==> config.mk <==
export PLATFORM = sky130hd
export DESIGN_NAME = source_text_tokenizer
export DESIGN_NICKNAME = d
export VERILOG_FILES = /design/src/hw/rtl/stt_pkg.sv /design/src/hw/rtl/stt_out_fifo.sv /design/src/hw/rtl/source_text_tokenizer.sv
export SDC_FILE = /design/constraint.sdc
export NUM_CORES = 2
export LEC_CHECK = 0
export ABC_AREA = 1
export BUFFER_PORTS_ARGS = -buffer_cell sky130_fd_sc_hd__buf_4
export CORE_UTILIZATION = 32
export CTS_CLUSTER_SIZE = 16
export DETAILED_ROUTE_END_ITERATION = 8
export SLEW_MARGIN = 40
export SYNTH_ARGS = -nofsm -noshare
export SYNTH_HDL_FRONTEND = slang
export SYNTH_SLANG_ARGS = --single-unit
export TNS_END_PERCENT = 30
==> constraint.sdc <==
create_clock -name clk_i -period 18.3 [get_ports clk_i]
set_input_delay 0 -clock clk_i [delete_from_list [all_inputs] [get_ports clk_i]]
set_output_delay 0 -clock clk_i [all_outputs]
set_load 0.02 [all_outputs]
==> src/hw/rtl/stt_pkg.sv <==
// Package for the source text tokenizer: word types, mode codes, keyword table.
// No dependencies.
`default_nettype none
package stt_pkg;
  localparam int unsigned MaxWordLen = 128;
  localparam int unsigned MaxLitLen = 128;
  localparam int unsigned LineBits = 20;
  localparam int unsigned ColBits = 16;
  localparam int unsigned NumKw = 51;
  localparam int unsigned KwChars = 10;

  localparam logic [1:0] KindPay = 2'd0;
  localparam logic [1:0] KindTok = 2'd1;
  localparam logic [1:0] KindErr = 2'd2;

  localparam logic [3:0] ModeIdle = 4'd0;
  localparam logic [3:0] ModeWord = 4'd1;
  localparam logic [3:0] ModeNum = 4'd2;
  localparam logic [3:0] ModeOp = 4'd3;
  localparam logic [3:0] ModeCmt = 4'd4;
  localparam logic [3:0] ModeStr = 4'd5;
  localparam logic [3:0] ModeStrEsc = 4'd6;
  localparam logic [3:0] ModeChr = 4'd7;
  localparam logic [3:0] ModeChrEsc = 4'd8;

  localparam logic [6:0] ClsEof = 7'd0;
  localparam logic [6:0] ClsInvalid = 7'd1;
  localparam logic [6:0] ClsIdent = 7'd2;
  localparam logic [6:0] ClsInt = 7'd3;
  localparam logic [6:0] ClsChar = 7'd4;
  localparam logic [6:0] ClsString = 7'd5;
  localparam logic [6:0] ClsKwBase = 7'd26;

  localparam logic [2:0] ErrNone = 3'd0;
  localparam logic [2:0] ErrWordLong = 3'd1;
  localparam logic [2:0] ErrLitLong = 3'd2;
  localparam logic [2:0] ErrUnterm = 3'd3;
  localparam logic [2:0] ErrEscape = 3'd4;
  localparam logic [2:0] ErrChrLen = 3'd5;

  typedef struct packed {
    logic [7:0] char_byte;
    logic       end_of_input;
  } in_word_t;

  typedef struct packed {
    logic [1:0]          result_kind;
    logic [6:0]          token_class;
    logic [7:0]          payload_byte;
    logic [63:0]         literal_value;
    logic                value_overflow;
    logic [LineBits-1:0] start_line;
    logic [ColBits-1:0]  start_column;
    logic [ColBits-1:0]  end_column;
    logic [2:0]          error_code;
    logic                last_of_run;
  } out_word_t;

  // Keyword text, zero padded, first character in the low byte.
  typedef logic [KwChars*8-1:0] kw_text_t;
  localparam kw_text_t KwText [NumKw] = '{
    "dna", "sa", "loob", "kaerb", "nitliub", "rahc", "ssalc", "geled", "od",
    "file", "esle", "dne", "mune", "tpecxe", "eslaf", "yllanif", "rof", "nuf",
    "teg", "fi", "ni", "tni", "ecafretni", "si", "wen", "ton", "lin", "ro",
    "edirrevo", "dekcap", "etavirp", "porp", "detcetorp", "cilbup", "esiar",
    "ecruoser", "nruter", "fles", "tes", "citats", "gnirts", "tcurts",
    "hctiws", "neht", "siht", "eurt", "rav", "htiw", "nehw", "elihw", "dleiy"
  };

  function automatic logic [3:0] kw_len(input kw_text_t t);
    logic [3:0] n;
    n = '0;
    for (int i = 0; i < KwChars; i++) begin
      if (t[i*8 +: 8] != 8'd0) n = 4'(i + 1);
    end
    return n;
  endfunction
endpackage
`default_nettype wire

==> src/hw/rtl/stt_out_fifo.sv <==
// Four-entry result buffer that takes up to two words per cycle and hands out one.
// Depends on stt_pkg.
`default_nettype none
module stt_out_fifo import stt_pkg::*; (
  input  wire logic      clk_i,
  input  wire logic      rst_ni,
  input  wire logic      push0_i,
  input  wire logic      push1_i,
  input  wire out_word_t push0_data_i,
  input  wire out_word_t push1_data_i,
  output logic           room_o,
  output logic           out_valid_o,
  input  wire logic      out_ready_i,
  output out_word_t      out_data_o
);
  // Room means two entries stay free after this cycle's writes and read, which is
  // enough for every word of the next byte.
  out_word_t mem_q [4];
  logic [1:0] wr_q, rd_q;
  logic [2:0] cnt_q, cnt_d;
  logic pop;

  assign pop = out_valid_o && out_ready_i;
  assign out_valid_o = cnt_q != 3'd0;
  assign out_data_o = mem_q[rd_q];
  assign cnt_d = cnt_q + 3'(push0_i) + 3'(push1_i) - 3'(pop);
  assign room_o = cnt_d <= 3'd2;

  always_ff @(posedge clk_i) begin
    if (push0_i) mem_q[wr_q] <= push0_data_i;
    if (push1_i) mem_q[wr_q + 2'd1] <= push1_data_i;
  end

  always_ff @(posedge clk_i or negedge rst_ni) begin
    if (!rst_ni) begin
      wr_q <= '0;
      rd_q <= '0;
      cnt_q <= '0;
    end else begin
      wr_q <= wr_q + 2'(push0_i) + 2'(push1_i);
      if (pop) rd_q <= rd_q + 2'd1;
      cnt_q <= cnt_d;
    end
  end

`ifndef SYNTH
  a_no_overflow: assert property (@(posedge clk_i) disable iff (!rst_ni)
    cnt_d <= 3'd4) else $error("result buffer overflow");
  a_count_range: assert property (@(posedge clk_i) disable iff (!rst_ni)
    cnt_q <= 3'd4) else $error("result count out of range");
  a_pop_nonempty: assert property (@(posedge clk_i) disable iff (!rst_ni)
    pop |-> cnt_q != 3'd0) else $error("pop from empty buffer");
  a_push_order: assert property (@(posedge clk_i) disable iff (!rst_ni)
    push1_i |-> push0_i) else $error("second word written without first");
`endif
endmodule
`default_nettype wire

==> src/hw/rtl/source_text_tokenizer.sv <==
// Top level of the source text tokenizer: lexer state, per-byte update, result buffer.
// Depends on stt_pkg and stt_out_fifo.
// A taken byte is held in the input register and decoded from it; its results are
// written to the result buffer and leave it in order, the first before the second.
// Throughput: one byte per cycle while the buffer keeps two free entries; one result
// leaves per cycle while out_ready_i is high. Reset: asynchronous, lexer idle at
// line 1 column 1, tab width 8.
`default_nettype none
module source_text_tokenizer import stt_pkg::*; (
  input  wire logic      clk_i,
  input  wire logic      rst_ni,
  input  wire logic      in_valid_i,
  output logic           in_ready_o,
  input  wire in_word_t  in_data_i,
  input  wire logic      cfg_valid_i,
  output logic           cfg_ready_o,
  input  wire logic [4:0] cfg_data_i,
  output logic           out_valid_o,
  input  wire logic      out_ready_i,
  output out_word_t      out_data_o
);
  localparam logic [ColBits-1:0] ColMax = '1;
  localparam logic [LineBits-1:0] LineMax = '1;

  logic [4:0] tab_q;
  logic [3:0] mode_q, mode_d;
  logic [7:0] pend_q, pend_d;
  logic [LineBits-1:0] line_q, line_d, tline_q, tline_d;
  logic [ColBits-1:0] col_q, col_d, tcol_q, tcol_d;
  logic [7:0] len_q, len_d;
  logic [NumKw-1:0] kw_q, kw_d;
  logic [63:0] acc_q, acc_d;
  logic sat_q, sat_d, halt_q, halt_d;
  logic [7:0] chv_q, chv_d;

  // Input register stage.
  logic     iv_q;
  in_word_t id_q;

  logic room, go;
  logic n0, n1;
  logic push0, push1;
  out_word_t w0, w1;

  assign cfg_ready_o = 1'b1;
  assign go = iv_q;
  assign in_ready_o = room;
  assign push0 = go && n0;
  assign push1 = go && n1;

  always_ff @(posedge clk_i or negedge rst_ni) begin
    if (!rst_ni) tab_q <= 5'd8;
    else if (cfg_valid_i) tab_q <= cfg_data_i;
  end

  // Column helpers.
  function automatic logic [ColBits-1:0] cadd(input logic [ColBits-1:0] c,
                                               input logic [4:0] n);
    logic [ColBits:0] s;
    s = {1'b0, c} + (ColBits+1)'(n);
    return s > {1'b0, ColMax} ? ColMax : s[ColBits-1:0];
  endfunction

  logic [ColBits-1:0] col_inc, end_bef;
  logic [7:0] c;
  logic eoi, is_ws, is_dg, idle_path;
  logic [NumKw-1:0] kw_hit;
  logic [6:0] word_cls;
  logic [63:0] acc_x10, acc_new;
  logic [67:0] acc_prod;
  logic [64:0] acc_sum;
  logic [3:0] dig;
  logic acc_ovf;
  logic [7:0] esc;
  logic esc_ok;
  logic [6:0] opc;

  always_comb begin
    c = id_q.char_byte;
    eoi = id_q.end_of_input;
    col_inc = cadd(col_q, 5'd1);
    end_bef = (col_q == ColMax) ? ColMax : (col_q > 1 ? col_q - 1'b1 : ColBits'(1));
    is_ws = (c >= "a" && c <= "z") || (c >= "A" && c <= "Z") || c == "_";
    is_dg = c >= "0" && c <= "9";
    dig = c[3:0];
    for (int k = 0; k < NumKw; k++) begin
      kw_hit[k] = (len_q < KwChars) && (KwText[k][(len_q[3:0])*8 +: 8] == c);
    end
    word_cls = ClsIdent;
    for (int k = NumKw - 1; k >= 0; k--) begin
      if (kw_q[k] && {4'd0, kw_len(KwText[k])} == len_q) word_cls = ClsKwBase + 7'(k);
    end
    // Times ten as two shifted copies; any carry past bit 63 means saturation.
    acc_prod = {3'b0, acc_q, 1'b0} + {1'b0, acc_q, 3'b0};
    acc_x10 = acc_prod[63:0];
    acc_sum = {1'b0, acc_x10} + 65'(dig);
    acc_new = acc_sum[63:0];
    acc_ovf = (acc_prod[67:64] != 4'd0) || acc_sum[64];
    unique case (c)
      "\\": begin esc = "\\"; esc_ok = 1'b1; end
      "'":  begin esc = "'";  esc_ok = 1'b1; end
      "\"": begin esc = "\""; esc_ok = 1'b1; end
      "n":  begin esc = 8'd10; esc_ok = 1'b1; end
      "t":  begin esc = 8'd9; esc_ok = 1'b1; end
      default: begin esc = 8'd0; esc_ok = 1'b0; end
    endcase
  end

  function automatic out_word_t mk(input logic [1:0] k, input logic [6:0] cl,
      input logic [7:0] p, input logic [63:0] v, input logic o,
      input logic [LineBits-1:0] l, input logic [ColBits-1:0] s,
      input logic [ColBits-1:0] e, input logic [2:0] er);
    out_word_t w;
    w.result_kind = k; w.token_class = cl; w.payload_byte = p;
    w.literal_value = v; w.value_overflow = o; w.start_line = l;
    w.start_column = s; w.end_column = e; w.error_code = er; w.last_of_run = 1'b0;
    return w;
  endfunction

  always_comb begin
    logic [6:0] cls1;
    logic [6:0] opd;
    logic [1:0] nres;
    logic isstr;
    logic tk_v;
    out_word_t tk;
    mode_d = mode_q; pend_d = pend_q; line_d = line_q; col_d = col_q;
    tline_d = tline_q; tcol_d = tcol_q; len_d = len_q; kw_d = kw_q;
    acc_d = acc_q; sat_d = sat_q; halt_d = halt_q; chv_d = chv_q;
    idle_path = 1'b0; nres = 2'd0; w0 = '0; w1 = '0;
    cls1 = '0; opd = '0; isstr = 1'b0; tk = '0; opc = '0; tk_v = 1'b0;
    if (!halt_q) begin
      unique case (mode_q)
        ModeWord: begin
          if (!eoi && (is_ws || is_dg)) begin
            if (len_q >= MaxWordLen) begin
              w0 = mk(KindErr, ClsIdent, '0, '0, 1'b0, tline_q, tcol_q, col_q, ErrWordLong);
              nres = 2'd1; halt_d = 1'b1;
            end else begin
              kw_d = kw_q & kw_hit; len_d = len_q + 1'b1;
              w0 = mk(KindPay, ClsIdent, c, '0, 1'b0, tline_q, tcol_q, col_q, ErrNone);
              nres = 2'd1; col_d = col_inc;
            end
          end else begin
            w0 = mk(KindTok, word_cls, '0, '0, 1'b0, tline_q, tcol_q, end_bef, ErrNone);
            nres = 2'd1; idle_path = 1'b1;
          end
        end
        ModeNum: begin
          if (!eoi && is_dg) begin
            if (sat_q || acc_ovf) begin acc_d = '1; sat_d = 1'b1; end
            else acc_d = acc_new;
            col_d = col_inc;
          end else begin
            w0 = mk(KindTok, ClsInt, '0, acc_q, sat_q, tline_q, tcol_q, end_bef, ErrNone);
            nres = 2'd1; idle_path = 1'b1;
          end
        end
        ModeOp: begin
          if (!eoi && c == "=") begin
            priority case (pend_q)
              "=": opc = 7'd12;
              "!": opc = 7'd13;
              "+": opc = 7'd22;
              "<": opc = 7'd16;
              ">": opc = 7'd17;
              default: opc = 7'd0;
            endcase
          end
          if (opc != 0) begin
            w0 = mk(KindTok, opc, '0, '0, 1'b0, tline_q, tcol_q, col_q, ErrNone);
            nres = 2'd1; col_d = col_inc; mode_d = ModeIdle;
          end else if (!eoi && c == "-" && pend_q == "-") begin
            col_d = col_inc; mode_d = ModeCmt;
          end else begin
            priority case (pend_q)
              "=": opd = 7'd18;
              "+": opd = 7'd19;
              "<": opd = 7'd14;
              ">": opd = 7'd15;
              "-": opd = 7'd20;
              default: opd = ClsInvalid;
            endcase
            w0 = mk(KindTok, opd, '0, '0, 1'b0, tline_q, tcol_q, end_bef, ErrNone);
            nres = 2'd1; idle_path = 1'b1;
          end
        end
        ModeCmt: begin
          if (eoi || c == 8'd10) idle_path = 1'b1;
          else col_d = col_inc;
        end
        ModeStr, ModeChr: begin
          isstr = mode_q == ModeStr;
          cls1 = isstr ? ClsString : ClsChar;
          if (eoi) begin
            w0 = mk(KindErr, cls1, '0, '0, 1'b0, tline_q, tcol_q, col_q,
                    len_q >= MaxLitLen ? ErrLitLong : ErrUnterm);
            nres = 2'd1; halt_d = 1'b1;
          end else if (c == (isstr ? 8'd34 : 8'd39)) begin
            nres = 2'd1;
            if (isstr) begin
              w0 = mk(KindTok, ClsString, '0, '0, 1'b0, tline_q, tcol_q, col_q, ErrNone);
              col_d = col_inc; mode_d = ModeIdle;
            end else if (len_q != 8'd1) begin
              w0 = mk(KindErr, ClsChar, '0, '0, 1'b0, tline_q, tcol_q, col_q, ErrChrLen);
              halt_d = 1'b1;
            end else begin
              w0 = mk(KindTok, ClsChar, '0, 64'(chv_q), 1'b0, tline_q, tcol_q, col_q,
                      ErrNone);
              col_d = col_inc; mode_d = ModeIdle;
            end
          end else if (len_q >= MaxLitLen) begin
            w0 = mk(KindErr, cls1, '0, '0, 1'b0, tline_q, tcol_q, col_q, ErrLitLong);
            nres = 2'd1; halt_d = 1'b1;
          end else if (c == 8'd10) begin
            w0 = mk(KindErr, cls1, '0, '0, 1'b0, tline_q, tcol_q, col_q,
                    9'(len_q) + 9'd1 >= 9'(MaxLitLen) ? ErrLitLong : ErrUnterm);
            nres = 2'd1; halt_d = 1'b1;
          end else if (c == "\\") begin
            mode_d = isstr ? ModeStrEsc : ModeChrEsc; col_d = col_inc;
          end else begin
            if (isstr) begin
              w0 = mk(KindPay, ClsString, c, '0, 1'b0, tline_q, tcol_q, col_q, ErrNone);
              nres = 2'd1;
            end else if (len_q == 0) chv_d = c;
            len_d = len_q + 1'b1; col_d = col_inc;
          end
        end
        ModeStrEsc, ModeChrEsc: begin
          isstr = mode_q == ModeStrEsc;
          if (eoi || !esc_ok) begin
            w0 = mk(KindErr, isstr ? ClsString : ClsChar, '0, '0, 1'b0, tline_q, tcol_q,
                    col_q, ErrEscape);
            nres = 2'd1; halt_d = 1'b1;
          end else begin
            if (isstr) begin
              w0 = mk(KindPay, ClsString, esc, '0, 1'b0, tline_q, tcol_q, col_q, ErrNone);
              nres = 2'd1;
            end else if (len_q == 0) chv_d = esc;
            len_d = len_q + 1'b1; col_d = col_inc;
            mode_d = isstr ? ModeStr : ModeChr;
          end
        end
        default: idle_path = 1'b1;
      endcase

      if (idle_path) begin
        mode_d = ModeIdle;
        tk = '0;
        if (eoi) begin
          tk = mk(KindTok, ClsEof, '0, '0, 1'b0, line_q, col_q, col_q, ErrNone);
          tk_v = 1'b1;
        end else begin
          tline_d = line_q; tcol_d = col_q;
          if (c == " ") col_d = col_inc;
          else if (c == 8'd9) col_d = cadd(col_q, tab_q == 0 ? 5'd1 : tab_q);
          else if (c == 8'd10) begin
            line_d = (line_q == LineMax) ? LineMax : line_q + 1'b1;
            col_d = ColBits'(1);
          end else if (is_ws) begin
            for (int k = 0; k < NumKw; k++) kw_d[k] = KwText[k][7:0] == c;
            len_d = 8'd1; mode_d = ModeWord; col_d = col_inc;
            tk = mk(KindPay, ClsIdent, c, '0, 1'b0, line_q, col_q, col_q, ErrNone);
            tk_v = 1'b1;
          end else if (is_dg) begin
            acc_d = 64'(dig); sat_d = 1'b0; mode_d = ModeNum; col_d = col_inc;
          end else if (c == 8'd39 || c == 8'd34) begin
            len_d = '0; chv_d = '0; col_d = col_inc;
            mode_d = (c == 8'd34) ? ModeStr : ModeChr;
          end else if (c == "=" || c == "!" || c == "+" || c == "<" || c == ">" ||
                       c == "-") begin
            pend_d = c; mode_d = ModeOp; col_d = col_inc;
          end else begin
            unique case (c)
              ".": cls1 = 7'd6;  "/": cls1 = 7'd7;  "(": cls1 = 7'd8;
              ")": cls1 = 7'd9;  "[": cls1 = 7'd10; "]": cls1 = 7'd11;
              "*": cls1 = 7'd21; ",": cls1 = 7'd23; ":": cls1 = 7'd24;
              ";": cls1 = 7'd25; default: cls1 = ClsInvalid;
            endcase
            tk = mk(KindTok, cls1, '0, '0, 1'b0, line_q, col_q, col_q, ErrNone);
            tk_v = 1'b1; col_d = col_inc;
          end
        end
        if (tk_v) begin
          if (nres == 2'd0) begin w0 = tk; nres = 2'd1; end
          else begin w1 = tk; nres = 2'd2; end
        end
      end
    end
    n0 = nres != 2'd0;
    n1 = nres == 2'd2;
    if (n1) w1.last_of_run = 1'b1;
    else w0.last_of_run = 1'b1;
  end

  always_ff @(posedge clk_i or negedge rst_ni) begin
    if (!rst_ni) begin
      iv_q <= 1'b0;
      mode_q <= ModeIdle; pend_q <= '0; line_q <= LineBits'(1); col_q <= ColBits'(1);
      tline_q <= LineBits'(1); tcol_q <= ColBits'(1); len_q <= '0; kw_q <= '1;
      acc_q <= '0; sat_q <= 1'b0; chv_q <= '0; halt_q <= 1'b0;
    end else begin
      if (go) begin
        mode_q <= mode_d; pend_q <= pend_d; line_q <= line_d; col_q <= col_d;
        tline_q <= tline_d; tcol_q <= tcol_d; len_q <= len_d; kw_q <= kw_d;
        acc_q <= acc_d; sat_q <= sat_d; chv_q <= chv_d; halt_q <= halt_d;
      end
      iv_q <= in_valid_i && in_ready_o;
    end
  end

  always_ff @(posedge clk_i) begin
    if (in_valid_i && in_ready_o) id_q <= in_data_i;
  end

  stt_out_fifo u_fifo (
    .clk_i        (clk_i),
    .rst_ni       (rst_ni),
    .push0_i      (push0),
    .push1_i      (push1),
    .push0_data_i (w0),
    .push1_data_i (w1),
    .room_o       (room),
    .out_valid_o  (out_valid_o),
    .out_ready_i  (out_ready_i),
    .out_data_o   (out_data_o)
  );

`ifndef SYNTH
  a_halt_sticky: assert property (@(posedge clk_i) disable iff (!rst_ni)
    halt_q |=> halt_q) else $error("halt cleared without reset");
  a_halt_silent: assert property (@(posedge clk_i) disable iff (!rst_ni)
    (go && halt_q) |-> !n0) else $error("result produced while halted");
  a_pair_order: assert property (@(posedge clk_i) disable iff (!rst_ni)
    (go && n1) |-> n0) else $error("second result without first");
`endif
endmodule
`default_nettype wire
== After elaboration in Yosys (flattened, before gate mapping) ==
Memory sizes are Yosys's and may differ from the RTL's.
Index checks and enable logic that the tools add are counted.

* Memory bits (writable): 552
* Flip-flop bits (word level): 239
* Output and inout bits: 141
* Input bits: 19
* Memories kept: 1

* Equality and inequality tests: 127
* Magnitude comparators: 13
* Shift operators: 51
* Muxes and demuxes: 260
* Reduce and logical (&&, ||, !) cells: 146
* Bitwise operators: 9
* $add $sub $neg: 15

{| class="wikitable"
|+ Memory list
! name !! depth !! width !! rd ports !! clocked after memory_dff !! write ports !! RTL line !! RTL
|-
| u_fifo.mem_q || 4 || 138 || 1 || 0 || 2 || stt_out_fifo.sv:18 || <nowiki>out_word_t mem_q [4];</nowiki>
|}

{| class="wikitable"
|+ Operator list
! kind !! number
|-
| 80-bit by 8-bit indexed part select with 8-bit output, first input constant || 51
|-
| 138-bit 2-to-1 mux || 17
|-
| 137-bit 2-to-1 mux || 11
|-
| 138-bit one-hot mux with 5 select lines || 1
|-
| 64-bit 2-to-1 mux || 10
|-
| 51-bit 2-to-1 mux || 9
|-
| 8-bit equality test || 51
|-
| 132-bit 2-to-1 mux || 3
|-
| 7-bit 2-to-1 mux || 53
|-
| 16-bit 2-to-1 mux || 22
|-
| 8-bit 2-to-1 mux || 34
|-
| 8-bit by 6-bit equality test with 1-bit output, second input constant || 23
|-
| 7-bit by 8-bit equality test with 1-bit output, first input constant || 17
|-
| 1-bit logical AND || 114
|-
| 16-bit one-hot mux with 6 select lines || 1
|-
| 65-bit by 67-bit adder with 68-bit output || 1
|-
| 64-bit by 4-bit adder with 65-bit output || 1
|-
| 1-bit 2-to-1 mux || 58
|-
| 51-bit bitwise AND || 1
|-
| 5-bit one-hot mux with 10 select lines || 1
|-
| 5-bit one-hot mux with 5 select lines || 2
|-
| 8-bit by 7-bit equality test with 1-bit output, second input constant || 6
|-
| 4-bit 2-to-1 mux || 12
|-
| 7-bit one-hot mux with 5 select lines || 1
|-
| other kinds (63) || 121
|}

== Longest topological paths before layout ==
* Depth in word-level cells: 60
* Mapped depth: 57

== Cells and area by module ==
A second synthesis with hierarchy kept.

* Cell total of the unflattened synthesis: 6909
* Area total of the unflattened synthesis: 51948.6 um^2

{| class="wikitable"
|+ Modules (own cells, without submodules)
! module !! cells an instance !! times used !! sequential area each (um^2) !! area each (um^2)
|-
| stt_out_fifo || 2888 || 1 || 16751.1 || 27043.4
|-
| source_text_tokenizer || 4021 || 1 || 5920.7 || 24905.1
|}

== Least setup slack after synthesis ==
OpenSTA, ideal clock, no wires.

* Path kind: register to register
* Start: register mode_q[2]
* End: memory u_fifo.mem_q[0][0] in the netlist's numbering, enable pin
* Slack: 12.399 ns
* Setup time: 0.427 ns
* Required time: 17.873 ns
* Clock period less this slack: 5.901 ns
* Arrival: 5.474 ns
* Stages on the path, launching flop included: 26
* Cell sequence: dfrtp_1 inv_1 nor2_1 inv_1 nor2_1 inv_1 nor2_1 ha_1 inv_1 nor4_2 inv_2 nand2_1 nor2_1 o211ai_1 nor2_1 nand2_1 ha_1 inv_1 nand4_1 nor2_1 inv_1 nor2_1 clkinv_1 clkbuf_1 clkbuf_1 nand2_1

{| class="wikitable"
|+ RTL lines
! element !! RTL line !! RTL
|-
| from (decl) || source_text_tokenizer.sv:26 || <nowiki>logic [3:0] mode_q, mode_d;</nowiki>
|-
| from (signal assigned) || source_text_tokenizer.sv:304 || <nowiki>mode_q <= mode_d; pend_q <= pend_d; line_q <= line_d; col_q <= col_d;</nowiki>
|-
| to (decl) || stt_out_fifo.sv:18 ||
|}

==> metrics <==
setup_tns 0 ns; clock power share 0.229; Initial Util 0.324; Hold WC Path Type primary input to flop; n_diodes 0; routed vias 46400; Worst EP arrival 7.98 ns; initial antenna violation count 7; Crit path max-delay family simple AND/OR/NAND/NOR gates; Power Density 154 mW/mm^2; worst-path fanout max 55; Core Box Area 0.148 mm^2; outcome finished clean; maximum VDD drop 97.9 uV; CTS tree done; Max-Cap Viols 0; total CTS buffers 90; GR Overflow Total 0; Worst setup EP type flop; via count of the first global-routing pass 43700; Final Hold Viols 0; top-count cell post-synth o21ai_0; Slew @ Worst Pin 0.981 ns; largest net degree at the start of global routing 141; Post-DRT Antenna Nets 0; register bit total from synthesis 791; vias per inst 5.53; die width 390 um; CP most frequent cell nor2_1; FFs w/ async S/R, synth 0.291; Pins Over Slew Limit 0; Ports 160; top cells by area, synth edfxtp_1 17%, dfxtp_1 12%, o21ai_0 11%; Synth top area share 0.173; slew margin rel. 0.346; maximum clock path buffer count 3; cell accounting for the most synthesized area edfxtp_1; CP Launch Type flop; number of flops mapped to enable cells by yosys 277; GRT Total Usage 0.229; Cell Area, Synth 0.0481 mm^2; fin worst setup slack 10.77 ns; crit-path cells buf_4, inv_2, nor2_1, inv_1, nor2_1, inv_1, nor2_1, nor2_2, o21ai_0, nor3_1, nor2_1, inv_1, ha_1, inv_1, nand4_1, nor2_1, nand2_4, buf_4, clkinv_1, nand2_1, o21ai_0; Nets 6429; Clock Sinks 791; Avg WL per Cell 21.3 um; DIE HEIGHT 390 um; Tmin final 7.53 ns; Setup Viol. Count Final 0; Setup Skew 0.0574 ns; Sw Share 0.485; Area Overhead vs Synth 13.2%; Worst-path clk slew 0.06 ns; port bufs 158; synth warn 0; cell row count 141; TritonRoute pass-1 iters 6; share of cells above drive strength 1 0.107; # DRC 0; Max Fclk 0.133 GHz; post-synthesis cell count 6360; Slowest cell on crit path clkinv_1; Leak Pwr 20.7 nW; level count of the clock H-tree 3; WP buf/inv 8; synth cell count leaders 1028 x o21ai_0, 959 x nand2_1, 781 x nor2_1; post-detail-place hpwl 123000 um; Crit Path Class flop to flop; post-CTS setup buffers 0; clk_lat worst skew 0.74 ns; Initial DRC Count 4877; Seq pwr share 0.272; global-route wire length before repair 271000 um; average cell area after synthesis 7.56 um^2; Final GP Congestion 0.965; Net Switching 0.00406 W; RSZ-0062 raised after global routing false; Synth Flop Type dfxtp_1; final period utilization 0.412; syn_nets 6477; clk root buf clkbuf_16; post-synth cell types 79; register area share after synthesis 0.412; Pint 0.00431 W; WL final 179000 um; Post-Place Worst Slack 10.79 ns; Crit path largest cell delay 0.95 ns; CP required 18.74 ns; Logic pwr share 0.499; die area 0.152 mm^2
[worst paths after layout]
check,from,end,slack [ns],cells after the start
min in group asynchronous,rst_ni,kw_q[32]$_DFFE_PN1P_,0.14,2
max in group asynchronous,rst_ni,acc_q[0]$_DFFE_PN0P_,16.92,3
setup / recovery,c[0]$_DFFE_PP_,u_fifo.mem_q[2][31]$_DFFE_PP_,10.77,21
setup reg to reg,c[0]$_DFFE_PP_,u_fifo.mem_q[2][31]$_DFFE_PP_,10.77,21
hold / removal,in_data_i[5],c[4]$_DFFE_PP_,0.06,2
hold reg to reg,u_fifo.mem_q[1][57]$_SDFFE_PP0P_,u_fifo.mem_q[1][57]$_SDFFE_PP0P_,0.46,2
[kinds of logic after synthesis]
family          Yosys count  share of synthesized area
flops                   791                      0.412
compound gates         1864                      0.226
simple gates           2451                      0.217
buf+inv                 926                     0.0749
other cells               1                  0.0000780
fa+ha+maj                98                     0.0264
xor+xnor                221                     0.0409
mux                       8                    0.00187
[metrics by stage]
stage | total power (W) | util | hold WS [ns] | cells | area (um^2)
floorplan | 0.00478 | - | -0.296 | 6360 | 48100
global placement | 0.00637 | 0.342 | 0.189 | 8192 | 50800
detailed placement | 0.00639 | 0.343 | 0.000744 | 8195 | 50900
CTS | 0.00832 | 0.366 | 0.0169 | 8390 | 54300
global route | 0.00881 | 0.367 | 0.0559 | 8392 | 54400
finish | 0.00837 | 0.367 | 0.0604 | 8392 | 54400
[flip-flops by register name, summed over array words and instances, names as in the netlist, 5 cells and up]
name	flops
kw_q	51
col_q	16
tcol_q	16
chv_q	8
pend_q	8
acc_q	64
c	8
line_q	20
tline_q	20
u_fifo.mem_q	552
tab_q	5
len_q	8
[layer usage]
| metal | GRT usage | share of wire | vias to the layer above |
|---|---|---|---|
| met5 | 0 | 0.00014 | - |
| met4 | 0.0815 | 0.033 | 4 |
| met3 | 0.0311 | 0.074 | 305 |
| met2 | 0.363 | 0.45 | 1852 |
| met1 | 0.317 | 0.44 | 22400 |
| li1 | - | - | 21900 |
[power by group through the flow]
| stage | clock network (W) | logic (W) | registers (W) |
|---|---|---|---|
| after floorplan | 0 | 0.00263 | 0.00216 |
| after global placement | 0 | 0.00405 | 0.00232 |
| after detailed placement | 0 | 0.00408 | 0.00231 |
| after CTS | 0.00194 | 0.00411 | 0.00227 |
| after global routing | 0.00201 | 0.00449 | 0.00230 |
| final | 0.00192 | 0.00418 | 0.00228 |
[cell usage in the layout, fill, tap and decap left out, types with 9 or more instances in the layout]
| master | n |
|---|---|
| clkbuf_16 | 92 |
| clkinv_2 | 19 |
| bufinv_16 | 10 |
| inv_1 | 496 |
| o32ai_1 | 12 |
| nor2_1 | 771 |
| o22ai_1 | 289 |
| buf_6 | 10 |
| nand2_1 | 948 |
| ha_1 | 92 |
| a31oi_1 | 40 |
| a21oi_1 | 199 |
| o21ai_2 | 68 |
| nand3_1 | 433 |
| o21ai_0 | 1024 |
| inv_2 | 20 |
| dfxtp_1 | 284 |
| nand4_1 | 36 |
| o211ai_1 | 49 |
| nand2_4 | 9 |
| o31ai_1 | 11 |
| dlygate4sd3_1 | 25 |
| nor4_1 | 42 |
| buf_4 | 208 |
| clkbuf_1 | 14 |
| a22oi_1 | 38 |
| dfrtp_1 | 172 |
| o21ai_1 | 10 |
| xor2_1 | 174 |
| o2111ai_1 | 9 |
| nand2_2 | 12 |
| nor3_1 | 89 |
| o221ai_1 | 30 |
| dfstp_2 | 56 |
| edfxtp_1 | 277 |
| nor2_2 | 66 |
| clkinv_1 | 27 |
| xnor2_1 | 43 |
[cell type report]
type	count	area, um^2
Tap cell	2002	2500
Fill cell	15500	93900
Clock buffer	114	2460
Multi-Input combinational cell	4643	24900
Inverter	538	2040
Timing Repair Buffer	248	2030
Sequential cell	791	19800
Clock inverter	56	686
[what timing repair did]
action,4_1_cts,5_1_grt
hold endpoints to repair,186,0
resized for setup,0,0
hold buffers,25,0
endpoints found under the setup margin,0,0
No activity file was read; power rests on OpenSTA's default activity.
